File: config.mk
export PLATFORM = sky130hd
export DESIGN_NAME = mpeg_audio_header_sync_top
export DESIGN_NICKNAME = d
export VERILOG_FILES = /design/src/rtl/mahs_pkg.sv /design/src/rtl/mahs_front.sv /design/src/rtl/mahs_queue.sv /design/src/rtl/mahs_back.sv /design/src/rtl/mpeg_audio_header_sync_top.sv
export SDC_FILE = /design/constraint.sdc
export NUM_CORES = 1
export LEC_CHECK = 0
export BUFFER_PORTS_ARGS = -buffer_cell sky130_fd_sc_hd__buf_2
export CELL_PAD_IN_SITES_DETAIL_PLACEMENT = 1
export CELL_PAD_IN_SITES_GLOBAL_PLACEMENT = 1
export CORE_MARGIN = 3
export CORE_UTILIZATION = 35
export CTS_CLUSTER_DIAMETER = 40
export DETAILED_ROUTE_END_ITERATION = 12
export GPL_ROUTABILITY_DRIVEN = 0
export PLACE_DENSITY_LB_ADDON = 0.25
export SYNTH_ARGS = -nofsm -noshare
export SYNTH_HDL_FRONTEND = slang
export SYNTH_HIERARCHICAL = 1
export SYNTH_SLANG_ARGS = --single-unit
File: constraint.sdc
create_clock -name clk -period 4.6 [get_ports clk]
set_input_delay 0.46 -clock clk [delete_from_list [all_inputs] [get_ports clk]]
set_output_delay 0.46 -clock clk [all_outputs]
set_load 0.02 [all_outputs]
File: src/rtl/mahs_pkg.sv
`default_nettype none
// ----------------------------------------------------------------------------
// mahs_pkg
// Shared types and constants for the MPEG audio frame header sync block.
// ----------------------------------------------------------------------------
package mahs_pkg;

  typedef enum logic [1:0] {
    ST_SEARCH = 2'd0,
    ST_FOUND  = 2'd1,
    ST_LAYER1 = 2'd2,
    ST_FREE   = 2'd3
  } status_t;

  localparam logic [11:0] SYNC_MPEG    = 12'hFFF;
  localparam logic [11:0] SYNC_MPEG25  = 12'hFFE;
  localparam logic [1:0]  LAYER_RSVD   = 2'd0;
  localparam logic [1:0]  LAYER_I      = 2'd3;
  localparam logic [3:0]  BITRATE_BAD  = 4'd15;
  localparam logic [3:0]  BITRATE_FREE = 4'd0;
  localparam logic [1:0]  SFREQ_RSVD   = 2'd3;
  localparam logic [1:0]  MODE_STEREO  = 2'd0;
  localparam logic [1:0]  FILL_FULL    = 2'd3;

  // one classified byte on its way from the front to the back
  typedef struct packed {
    status_t     status;
    logic [31:0] header;   // zero unless a header was accepted
  } entry_t;

  typedef struct packed {
    logic full;
    logic empty;
  } q_status_t;

endpackage : mahs_pkg
`default_nettype wire

File: src/rtl/mahs_front.sv
`default_nettype none
// ----------------------------------------------------------------------------
// mahs_front
// Byte window, fill count and header classification; one byte per cycle while the queue is not full.
// ----------------------------------------------------------------------------
module mahs_front (
  input  wire logic                  clk,
  input  wire logic                  rst_n,
  input  wire logic                  in_valid,
  output logic                       in_stall,
  input  wire logic [7:0]            in_stream_byte,
  input  wire mahs_pkg::q_status_t   q_stat,
  output logic                       push,
  output mahs_pkg::entry_t           push_entry
);
  import mahs_pkg::*;

  logic [23:0] window_r, window_nxt;
  logic [1:0]  fill_r, fill_nxt;

  logic [31:0] word;
  logic [11:0] sync;
  logic        id_bit, prot_bit, bad, accepted;
  logic [1:0]  layer, sfreq;
  logic [3:0]  bitrate;

  assign in_stall = q_stat.full;
  assign push     = in_valid && !q_stat.full;

  assign word     = {window_r, in_stream_byte};
  assign sync     = word[31:20];
  assign id_bit   = word[19];
  assign layer    = word[18:17];
  assign prot_bit = word[16];
  assign bitrate  = word[15:12];
  assign sfreq    = word[11:10];

  assign bad = (sync != SYNC_MPEG && sync != SYNC_MPEG25) ||
               layer == LAYER_RSVD || bitrate == BITRATE_BAD || sfreq == SFREQ_RSVD ||
               (id_bit && layer == LAYER_I && prot_bit);

  assign accepted = (fill_r == FILL_FULL) && !bad;

  always_comb begin
    push_entry.header = accepted ? word : 32'd0;
    if (!accepted) begin
      push_entry.status = ST_SEARCH;
    end else if (layer == LAYER_I) begin
      push_entry.status = ST_LAYER1;  // layer I wins over free format
    end else if (bitrate == BITRATE_FREE) begin
      push_entry.status = ST_FREE;
    end else begin
      push_entry.status = ST_FOUND;
    end
  end

  always_comb begin
    window_nxt = window_r;
    fill_nxt   = fill_r;
    if (push) begin
      if (fill_r != FILL_FULL) begin
        window_nxt = word[23:0];
        fill_nxt   = fill_r + 2'd1;
      end else if (bad) begin
        window_nxt = word[23:0];  // slide by one byte
      end else begin
        window_nxt = 24'd0;
        fill_nxt   = 2'd0;
      end
    end
  end

  always_ff @(posedge clk) begin
    if (!rst_n) begin
      window_r <= 24'd0;
      fill_r   <= 2'd0;
    end else begin
      window_r <= window_nxt;
      fill_r   <= fill_nxt;
    end
  end

endmodule : mahs_front
`default_nettype wire

File: src/rtl/mahs_queue.sv
`default_nettype none
// ----------------------------------------------------------------------------
// mahs_queue
// Short FIFO of classified entries between the front and the back.
// ----------------------------------------------------------------------------
module mahs_queue #(
  parameter int DEPTH = 2
) (
  input  wire logic              clk,
  input  wire logic              rst_n,
  input  wire logic              push,
  input  wire mahs_pkg::entry_t  push_entry,
  input  wire logic              pop,
  output mahs_pkg::entry_t       head,
  output mahs_pkg::q_status_t    q_stat,
  output logic [$clog2(DEPTH+1)-1:0] count
);
  import mahs_pkg::*;

  localparam int IW = (DEPTH > 1) ? $clog2(DEPTH) : 1;
  localparam int CW = $clog2(DEPTH + 1);

  entry_t          mem_r [DEPTH];
  logic [IW-1:0]   wr_ptr_r, rd_ptr_r;
  logic [CW-1:0]   count_r;
  logic            do_push, do_pop;

  assign q_stat.full  = (count_r == CW'(DEPTH));
  assign q_stat.empty = (count_r == '0);
  assign do_push      = push && !q_stat.full;
  assign do_pop       = pop && !q_stat.empty;
  assign head         = mem_r[rd_ptr_r];
  assign count        = count_r;

  function automatic logic [IW-1:0] ptr_inc(input logic [IW-1:0] p);
    ptr_inc = (p == IW'(DEPTH - 1)) ? '0 : p + 1'b1;
  endfunction

  always_ff @(posedge clk) begin
    if (do_push) begin
      mem_r[wr_ptr_r] <= push_entry;
    end
  end

  always_ff @(posedge clk) begin
    if (!rst_n) begin
      wr_ptr_r <= '0;
      rd_ptr_r <= '0;
      count_r  <= '0;
    end else begin
      if (do_push) begin
        wr_ptr_r <= ptr_inc(wr_ptr_r);
      end
      if (do_pop) begin
        rd_ptr_r <= ptr_inc(rd_ptr_r);
      end
      if (do_push && !do_pop) begin
        count_r <= count_r + 1'b1;
      end else if (do_pop && !do_push) begin
        count_r <= count_r - 1'b1;
      end
    end
  end

endmodule : mahs_queue
`default_nettype wire

File: src/rtl/mahs_back.sv
`default_nettype none
// ----------------------------------------------------------------------------
// mahs_back
// Output register: splits the accepted header into its fields.
// ----------------------------------------------------------------------------
module mahs_back (
  input  wire logic                  clk,
  input  wire logic                  rst_n,
  input  wire mahs_pkg::entry_t      head,
  input  wire mahs_pkg::q_status_t   q_stat,
  output logic                       pop,
  output logic                       out_valid,
  input  wire logic                  out_stall,
  output logic [1:0]                 out_status,
  output logic [31:0]                out_header_bits,
  output logic                       out_mpeg25,
  output logic                       out_version_id,
  output logic [1:0]                 out_layer_code,
  output logic                       out_protection,
  output logic [3:0]                 out_bitrate_code,
  output logic [1:0]                 out_rate_code,
  output logic                       out_padding,
  output logic [1:0]                 out_channel_mode,
  output logic [1:0]                 out_mode_ext
);
  import mahs_pkg::*;

  logic        valid_r;
  logic [1:0]  status_r;
  logic [31:0] header_r;
  logic        mpeg25_r;
  logic [1:0]  mode_ext_r;
  logic [31:0] h;

  assign h   = head.header;
  assign pop = !q_stat.empty && (!valid_r || !out_stall);

  always_ff @(posedge clk) begin
    if (!rst_n) begin
      valid_r <= 1'b0;
    end else if (pop) begin
      valid_r <= 1'b1;
    end else if (!out_stall) begin
      valid_r <= 1'b0;
    end
  end

  // header is zero for searching entries, so every field reads zero then
  always_ff @(posedge clk) begin
    if (pop) begin
      status_r   <= head.status;
      header_r   <= h;
      mpeg25_r   <= (head.status != ST_SEARCH) && (h[31:20] == SYNC_MPEG25);
      mode_ext_r <= (h[7:6] == MODE_STEREO) ? 2'd0 : h[5:4];
    end
  end

  assign out_valid        = valid_r;
  assign out_status       = status_r;
  assign out_header_bits  = header_r;
  assign out_mpeg25       = mpeg25_r;
  assign out_version_id   = header_r[19];
  assign out_layer_code   = header_r[18:17];
  assign out_protection   = header_r[16];
  assign out_bitrate_code = header_r[15:12];
  assign out_rate_code    = header_r[11:10];
  assign out_padding      = header_r[9];
  assign out_channel_mode = header_r[7:6];
  assign out_mode_ext     = mode_ext_r;

endmodule : mahs_back
`default_nettype wire

File: src/rtl/mpeg_audio_header_sync_top.sv
// A result is written into the queue when its byte is taken, then moves into the output register;
// an output stall can hold it in the queue. Throughput: one byte per cycle while the queue is not full;
// the window compare and push happen in the same cycle as the byte is taken. The queue (QUEUE_DEPTH entries)
// plus the output register absorb output stalls. Reset (rst_n, synchronous, active low) empties the window,
// the fill count, the queue and the output register.
`default_nettype none
// ----------------------------------------------------------------------------
// mpeg_audio_header_sync_top
// MPEG audio frame header sync: one result per stream byte.
// ----------------------------------------------------------------------------
module mpeg_audio_header_sync_top #(
  parameter int QUEUE_DEPTH = 2
) (
  input  wire logic        clk,
  input  wire logic        rst_n,
  input  wire logic        in_valid,
  output logic             in_stall,
  input  wire logic [7:0]  in_stream_byte,
  output logic             out_valid,
  input  wire logic        out_stall,
  output logic [1:0]       out_status,
  output logic [31:0]      out_header_bits,
  output logic             out_mpeg25,
  output logic             out_version_id,
  output logic [1:0]       out_layer_code,
  output logic             out_protection,
  output logic [3:0]       out_bitrate_code,
  output logic [1:0]       out_rate_code,
  output logic             out_padding,
  output logic [1:0]       out_channel_mode,
  output logic [1:0]       out_mode_ext
);
  import mahs_pkg::*;

  localparam int CW = $clog2(QUEUE_DEPTH + 1);

  q_status_t       q_stat;
  entry_t          push_entry, head;
  logic            push, pop;
  logic [CW-1:0]   q_count;

  mahs_front u_front (
    .clk            (clk),
    .rst_n          (rst_n),
    .in_valid       (in_valid),
    .in_stall       (in_stall),
    .in_stream_byte (in_stream_byte),
    .q_stat         (q_stat),
    .push           (push),
    .push_entry     (push_entry)
  );

  mahs_queue #(
    .DEPTH (QUEUE_DEPTH)
  ) u_queue (
    .clk        (clk),
    .rst_n      (rst_n),
    .push       (push),
    .push_entry (push_entry),
    .pop        (pop),
    .head       (head),
    .q_stat     (q_stat),
    .count      (q_count)
  );

  mahs_back u_back (
    .clk              (clk),
    .rst_n            (rst_n),
    .head             (head),
    .q_stat           (q_stat),
    .pop              (pop),
    .out_valid        (out_valid),
    .out_stall        (out_stall),
    .out_status       (out_status),
    .out_header_bits  (out_header_bits),
    .out_mpeg25       (out_mpeg25),
    .out_version_id   (out_version_id),
    .out_layer_code   (out_layer_code),
    .out_protection   (out_protection),
    .out_bitrate_code (out_bitrate_code),
    .out_rate_code    (out_rate_code),
    .out_padding      (out_padding),
    .out_channel_mode (out_channel_mode),
    .out_mode_ext     (out_mode_ext)
  );

`ifndef SYNTHESIS
  a_search_zero: assert property (@(posedge clk) disable iff (!rst_n)
    out_valid && out_status == ST_SEARCH |-> out_header_bits == 32'd0)
    else $error("searching result carries header bits");

  a_found_sync: assert property (@(posedge clk) disable iff (!rst_n)
    out_valid && out_status != ST_SEARCH |-> out_header_bits[31:21] == 11'h7FF)
    else $error("reported header without sync pattern");

  a_mode_ext: assert property (@(posedge clk) disable iff (!rst_n)
    out_valid && out_mode_ext != 2'd0 |-> out_channel_mode != MODE_STEREO)
    else $error("mode extension set with stereo mode");

  a_drain: assert property (@(posedge clk) disable iff (!rst_n)
    q_count != '0 && !out_valid |=> out_valid)
    else $error("queued entry not moved to output register");
`endif

endmodule : mpeg_audio_header_sync_top
`default_nettype wire
## After elaboration in Yosys (flattened, before gate mapping)

Memory sizes are Yosys's and may differ from the RTL's. A register that Yosys moved wholly into a read port is not among the register bits.
Cells that the tools add are included.

- Add/sub/neg operators: 5
- Equal/unequal tests: 11
- Multiplexer cells: 18
- Reduce and logical (&&, ||, !) cells: 30

Operators by type and width:

| operator | count |
|---|---|
| $mux W24 | 2 |
| $mux W32 | 1 |
| $ne A12 B12 Y1 const B | 2 |
| $mux W2 | 7 |
| $eq A12 B12 Y1 const B | 1 |
| $logic_and A1 B1 Y1 | 11 |
| $eq A2 B2 Y1 const B | 4 |
| $mux W1 | 8 |
| $logic_not A1 Y1 | 7 |
| $logic_not A2 Y1 | 3 |
| $logic_or A1 B1 Y1 | 5 |
| $add A2 B1 Y2 const B | 2 |
| $eq A4 B4 Y1 const B | 1 |
| $logic_not A4 Y1 | 1 |
| $ne A2 B2 Y1 const B | 2 |
| $reduce_bool A2 Y1 | 2 |
| $add A1 B1 Y1 const B | 2 |
| $ne A2 B1 Y1 const B | 1 |
| $reduce_and A2 Y1 | 1 |
| $sub A2 B1 Y2 const B | 1 |

- Flip-flop bits (word level): 68
- Bits in writable memories: 68
- Logic and storage cells: 75
- Memories kept: 1

Memories:

| name | depth | width | read ports | clocked after memory_dff | wr ports | RTL line | RTL |
|---|---|---|---|---|---|---|---|
| u_queue.mem_r | 2 | 34 | 1 | 1 | 1 | mahs_queue.sv:23 | `entry_t mem_r [DEPTH];` |

## Depth between registers and ports, before layout

- Word-level depth: 9
- Gate-level depth with buffers: 12
- Gate-level depth less buffers: 10

## Modules after synthesis

Netlist, hierarchy kept.

By module, submodules not included:

| module | times used | cells an instance | area each (um^2) | seq. area each (um^2) |
|---|---|---|---|---|
| mahs_queue | 1 | 131 | 2,686.3 | 2,142.1 |
| mahs_front | 1 | 177 | 1,505.2 | 520.5 |
| mahs_back | 1 | 61 | 1,291.2 | 1,131.1 |

## Worst setup path before layout

Ideal clock, no wire load.

- Kind: in2reg
- Start: input port out_stall
- End: register u_queue.count_r[1], in the netlist u_queue/count[1]
- Library setup time: 0.070 ns
- Data arrival time: 3.567 ns
- Data required time: 4.530 ns
- Setup slack: 0.963 ns
- Stages: 5
- Path buffers: 0
- Cells stage by stage: a21oi_1 -> o21ai_1 -> ha_1 -> or3_1 -> a21boi_1

- Cells in the longest elaborated chain, start to end: 7
- Elaborated cells on any way between the ends: 9
- Those cells by class: 1 x mux; 8 x reduce/logical

Ends and longest elaborated chain:

| what | RTL line | RTL |
|---|---|---|
| start: declaration | mpeg_audio_header_sync_top.sv:20 | `input wire logic out_stall,` |
| $logic_not A1 Y1 (*) | mahs_back.sv:36 | `assign pop = !q_stat.empty && (!valid_r \|\| !out_stall);` |
| $logic_or A1 B1 Y1 (*) | mahs_back.sv:36 |  |
| $logic_and A1 B1 Y1 (*) | mahs_back.sv:36 |  |
| $logic_and A1 B1 Y1 (*) | mahs_queue.sv:31 | `assign do_pop = pop && !q_stat.empty;` |
| $logic_not A1 Y1 | mahs_queue.sv:57 | `if (do_push && !do_pop) begin` |
| $logic_and A1 B1 Y1 | mahs_queue.sv:57 |  |
| $mux W2 or $reduce_bool A2 Y1 (tied branches) | n/a |  |
| end signal: assignment | mahs_queue.sv:58 | `count_r <= count_r + 1'b1;` |
| end signal: assignment | mahs_queue.sv:60 | `count_r <= count_r - 1'b1;` |
| end: declaration | mahs_queue.sv:25 | `logic [CW-1:0] count_r;` |

Every way passes the cells marked *; elsewhere a longest branch is shown, timed or not.
A chain may end at the register's enable or synchronous reset.

## Worst setup path in the final report

- Start: register u_queue.count_r[0], in the netlist u_queue/count[0]
- End: register u_queue.count_r[1], in the netlist u_queue/count[1]

- Cells in the longest elaborated chain, start to end: 7
- Elaborated cells on any way between the ends: 17
- Those cells by class: 2 x add/sub; 1 x eq/ne; 2 x mux; 12 x reduce/logical

Ends and longest elaborated chain:

| what | RTL line | RTL |
|---|---|---|
| $eq A2 B2 Y1 (*) | mahs_queue.sv:28 | `assign q_stat.full = (count_r == CW'(DEPTH));` |
| $logic_not A1 Y1 (*) | mahs_front.sv:28 | `assign push = in_valid && !q_stat.full;` |
| $logic_and A1 B1 Y1 (*) | mahs_front.sv:28 |  |
| named net push | mpeg_audio_header_sync_top.sv:39 | `logic push, pop;` |
| $logic_and A1 B1 Y1 (*) | mahs_queue.sv:30 | `assign do_push = push && !q_stat.full;` |
| named net u_queue.do_push | mahs_queue.sv:26 | `logic do_push, do_pop;` |
| $logic_not A1 Y1 | mahs_queue.sv:59 | `end else if (do_pop && !do_push) begin` |
| $logic_and A1 B1 Y1 | mahs_queue.sv:59 |  |
| $reduce_bool A2 Y1 (no line) | n/a |  |

The timed path passes the listed nets; every way through them passes the cells marked *. The select of a mux whose other input is x is not followed.

==> flow_summary.yaml <==
min_path:
  hp-start: "in_stream_byte[7]"
  hp-class: "input pin to flip-flop"
  whs_path_depth: 3
  hold_end: "u_front/window_r[7]"
status:
  status: "finished, final reports clean"
timing:
  fin_crit_sh: 0.622
  period_minus_slack_ns: 2.86
  fin_skew_ns: 0.0107
  fin_hold_ws_ns: 0.358
  max-slew-margin-rel: 0.344
  fin_tns_setup_ns: 0
  worst_slew_pin_slew_ns: 0.984
  hold_viol_final: 0
  max_freq_mhz: 349
  setup_viol: 0
  rsz0062_at_grt: "false"
  maxSlewViolCount: 0
detailed_routing:
  ant_nets: 0
  totalWireLength_mm: 10.9
  avgViaCountPerCell: 4.81
  wire_per_inst_um: 17.0
  drt_iter0_drc: 178
  num_vias: 3095
  drtPass1Iterations: 4
  drc_errors: 0
cts:
  cts.sink_count: 137
  cts_resized: 0
  root_buffer: "clkbuf_16"
  clk_latency_ns: 0.41
  h-tree-depth: 4
  clk_pin_slew_worst_paths_ns: 0.06
  cts_tree: "built"
  postCtsSetupBuffers: 0
  cts_inserted_buffers: 17
  cts.path.max_buffers: 2
  postCtsHoldBufs: 0
worst_setup_path:
  arrival_ns: 3.20
  cp_cell_sequence: "nand2b_1 -> inv_2 -> nand2b_1 -> clkinv_1 -> inv_1 -> nor2_1 -> ha_1 -> or3_1 -> a21boi_1"
  slowest_delay_ns: 0.77
  slowest_stage: "nand2b_1"
  r2r_setup_slack_ns: 1.74
  worst-path-stages: 9
  crit_path_start: "u_queue/count[0]"
  critPathTopFamily: "simple AND/OR/NAND/NOR gates"
  rr_worst_depth: 9
  path_max_fanout: 26
  start_kind: "flip-flop"
  worstSetupPathType: "flip-flop to flip-flop"
  setup.worst_path.end_class: "flip-flop"
  required_ns: 4.94
  rr_startpoint: "u_queue/count[0]"
  crit_top_cell: "nand2b_1"
  crit-reg2reg-capture: "u_queue/count[1]"
  critPathBufInv: 3
cells_and_area:
  final_nets: 434
  synthToLayoutAreaGrowth_pct: 19.0
  drive_above_1_share: 0.323
  antenna_cells: 0
logic_synthesis:
  ys_warn_count: 6
  synth_top_area_frac: 0.575
  synth.cell_area_um2: 5480
  synth_edf_count: 105
  yosysMostFrequentCell: "edfxtp_1"
  netlist_instances: 369
  yosysTopAreaCell: "edfxtp_1"
  yosys-top-cells-count: "105 x edfxtp_1, 34 x mux2_2, 32 x dfxtp_1"
  synthesis.nets: 383
  synth_flop_cell: "edfxtp_1"
  synthArstFlopShare: 0
  ys_types: 42
  ys_seq_elements: 137
  ys_seq_area_frac: 0.692
  syn_avg_cell_area_um2: 14.9
  synth_area_leaders: "edfxtp_1 58%, dfxtp_1 12%, mux2_2 7.0%"
floorplanning:
  start_util: 0.359
  dieArea_um2: 17200
  std_cell_rows: 45
  core_area_um2: 15300
  chipHeight_um: 131
  die_w_um: 131
  pin_count: 64
global_route:
  track_usage: 0.130
  antenna_found_initial: 0
  grt_max_degree: 39
  grt_overflow_total: 0
  grt_pass1_wl_mm: 17.7
  grt_pass1_vias: 3276
power:
  irDropWorstVdd_uv: 253
  cellLeakagePower_nw: 2.35
  finalPower_mw: 4.33
  p_per_area_nw_per_um2: 663
place:
  port_buffers: 63
  hpwl_mm: 6.85
job:
  maxCapViolCount: 0
state kept, by name, indices dropped and copies added, names as in the netlist, named ones only:
| register | count |
|---|---|
| u_back/out_mode_ext | 2 |
| u_queue/wr_ptr_r | 1 |
| u_front/fill_r | 2 |
| u_queue/count | 2 |
| u_back/out_status | 2 |
| u_queue/rd_ptr_r | 1 |
| u_back/out_mpeg25 | 1 |
| u_back/out_header_bits | 32 |
| u_queue/mem_r | 68 |
| u_front/window_r | 24 |
| u_back/out_valid | 1 |
routing by layer:
layer  vias to the layer above  track usage  wire length, um
met5                         -            0                0
li1                       1484            -                -
met4                         0       0.0473              140
met1                      1547        0.161             5010
met3                        10       0.0436              361
met2                        54        0.213             5430
cell usage in the layout (no fill, tap or decap), types with 4 or more instances in the layout:
| master | instances |
|---|---|
| a21boi_1 | 22 |
| o211ai_1 | 24 |
| buf_2 | 63 |
| clkinvlp_4 | 4 |
| and2_1 | 22 |
| buf_4 | 5 |
| dfxtp_1 | 32 |
| and4_1 | 13 |
| clkinv_1 | 4 |
| nand4_1 | 5 |
| edfxtp_1 | 105 |
| a21boi_0 | 6 |
| nor2_1 | 4 |
| nand2_1 | 28 |
| bufinv_16 | 5 |
| mux2_2 | 34 |
| clkbuf_16 | 17 |
per-stage QoR:
stage,area [um^2],util,std cells,setup slack [ns]
6_report,6530,0.428,644,1.74
5_1_grt,6530,0.428,644,1.46
4_1_cts,6530,0.428,644,1.66
3_5_place_dp,5890,0.386,612,1.68
3_3_place_gp,5890,0.386,612,1.86
2_1_floorplan,5480,-,369,0.963
how the worst max path moves through the flow:
stage,end
6_report,u_queue/count[1]
5_1_grt,u_queue/count[1]
4_1_cts,u_queue/count[1]
3_5_place_dp,u_queue/count[1]
3_3_place_gp,u_queue/mem_r[1][9]
2_1_floorplan,u_queue/count[1]
tightest hold or removal path, stage by stage:
cell      delay [ns]
buf_2           0.11
o211ai_1        0.08
a21boi_1        0.07
power breakdown:
part	internal, mW	switching [mW]
Sequential	1.72	0.118
Clock	0.952	0.496
Combinational	0.357	0.684
final cells by class:
type	count	area, um^2
fill	1522	8730
sequential	137	3790
multi-input combinational	193	1470
clock buffer	17	425
timing repair buffer	68	353
tap	211	264
clock inverter	15	206
inverter	3	11.3
cells by family after synthesis:
kind of cell,synth area share
XOR/XNOR,0.00479
flip-flops,0.692
AO/OA/AOI/OAI,0.0837
buffers and inverters,0.0429
adder cells (fa/ha/maj),0.00456
AND/OR/NAND/NOR,0.100
multiplexers,0.0717
Power figures use the tool's default switching activity.
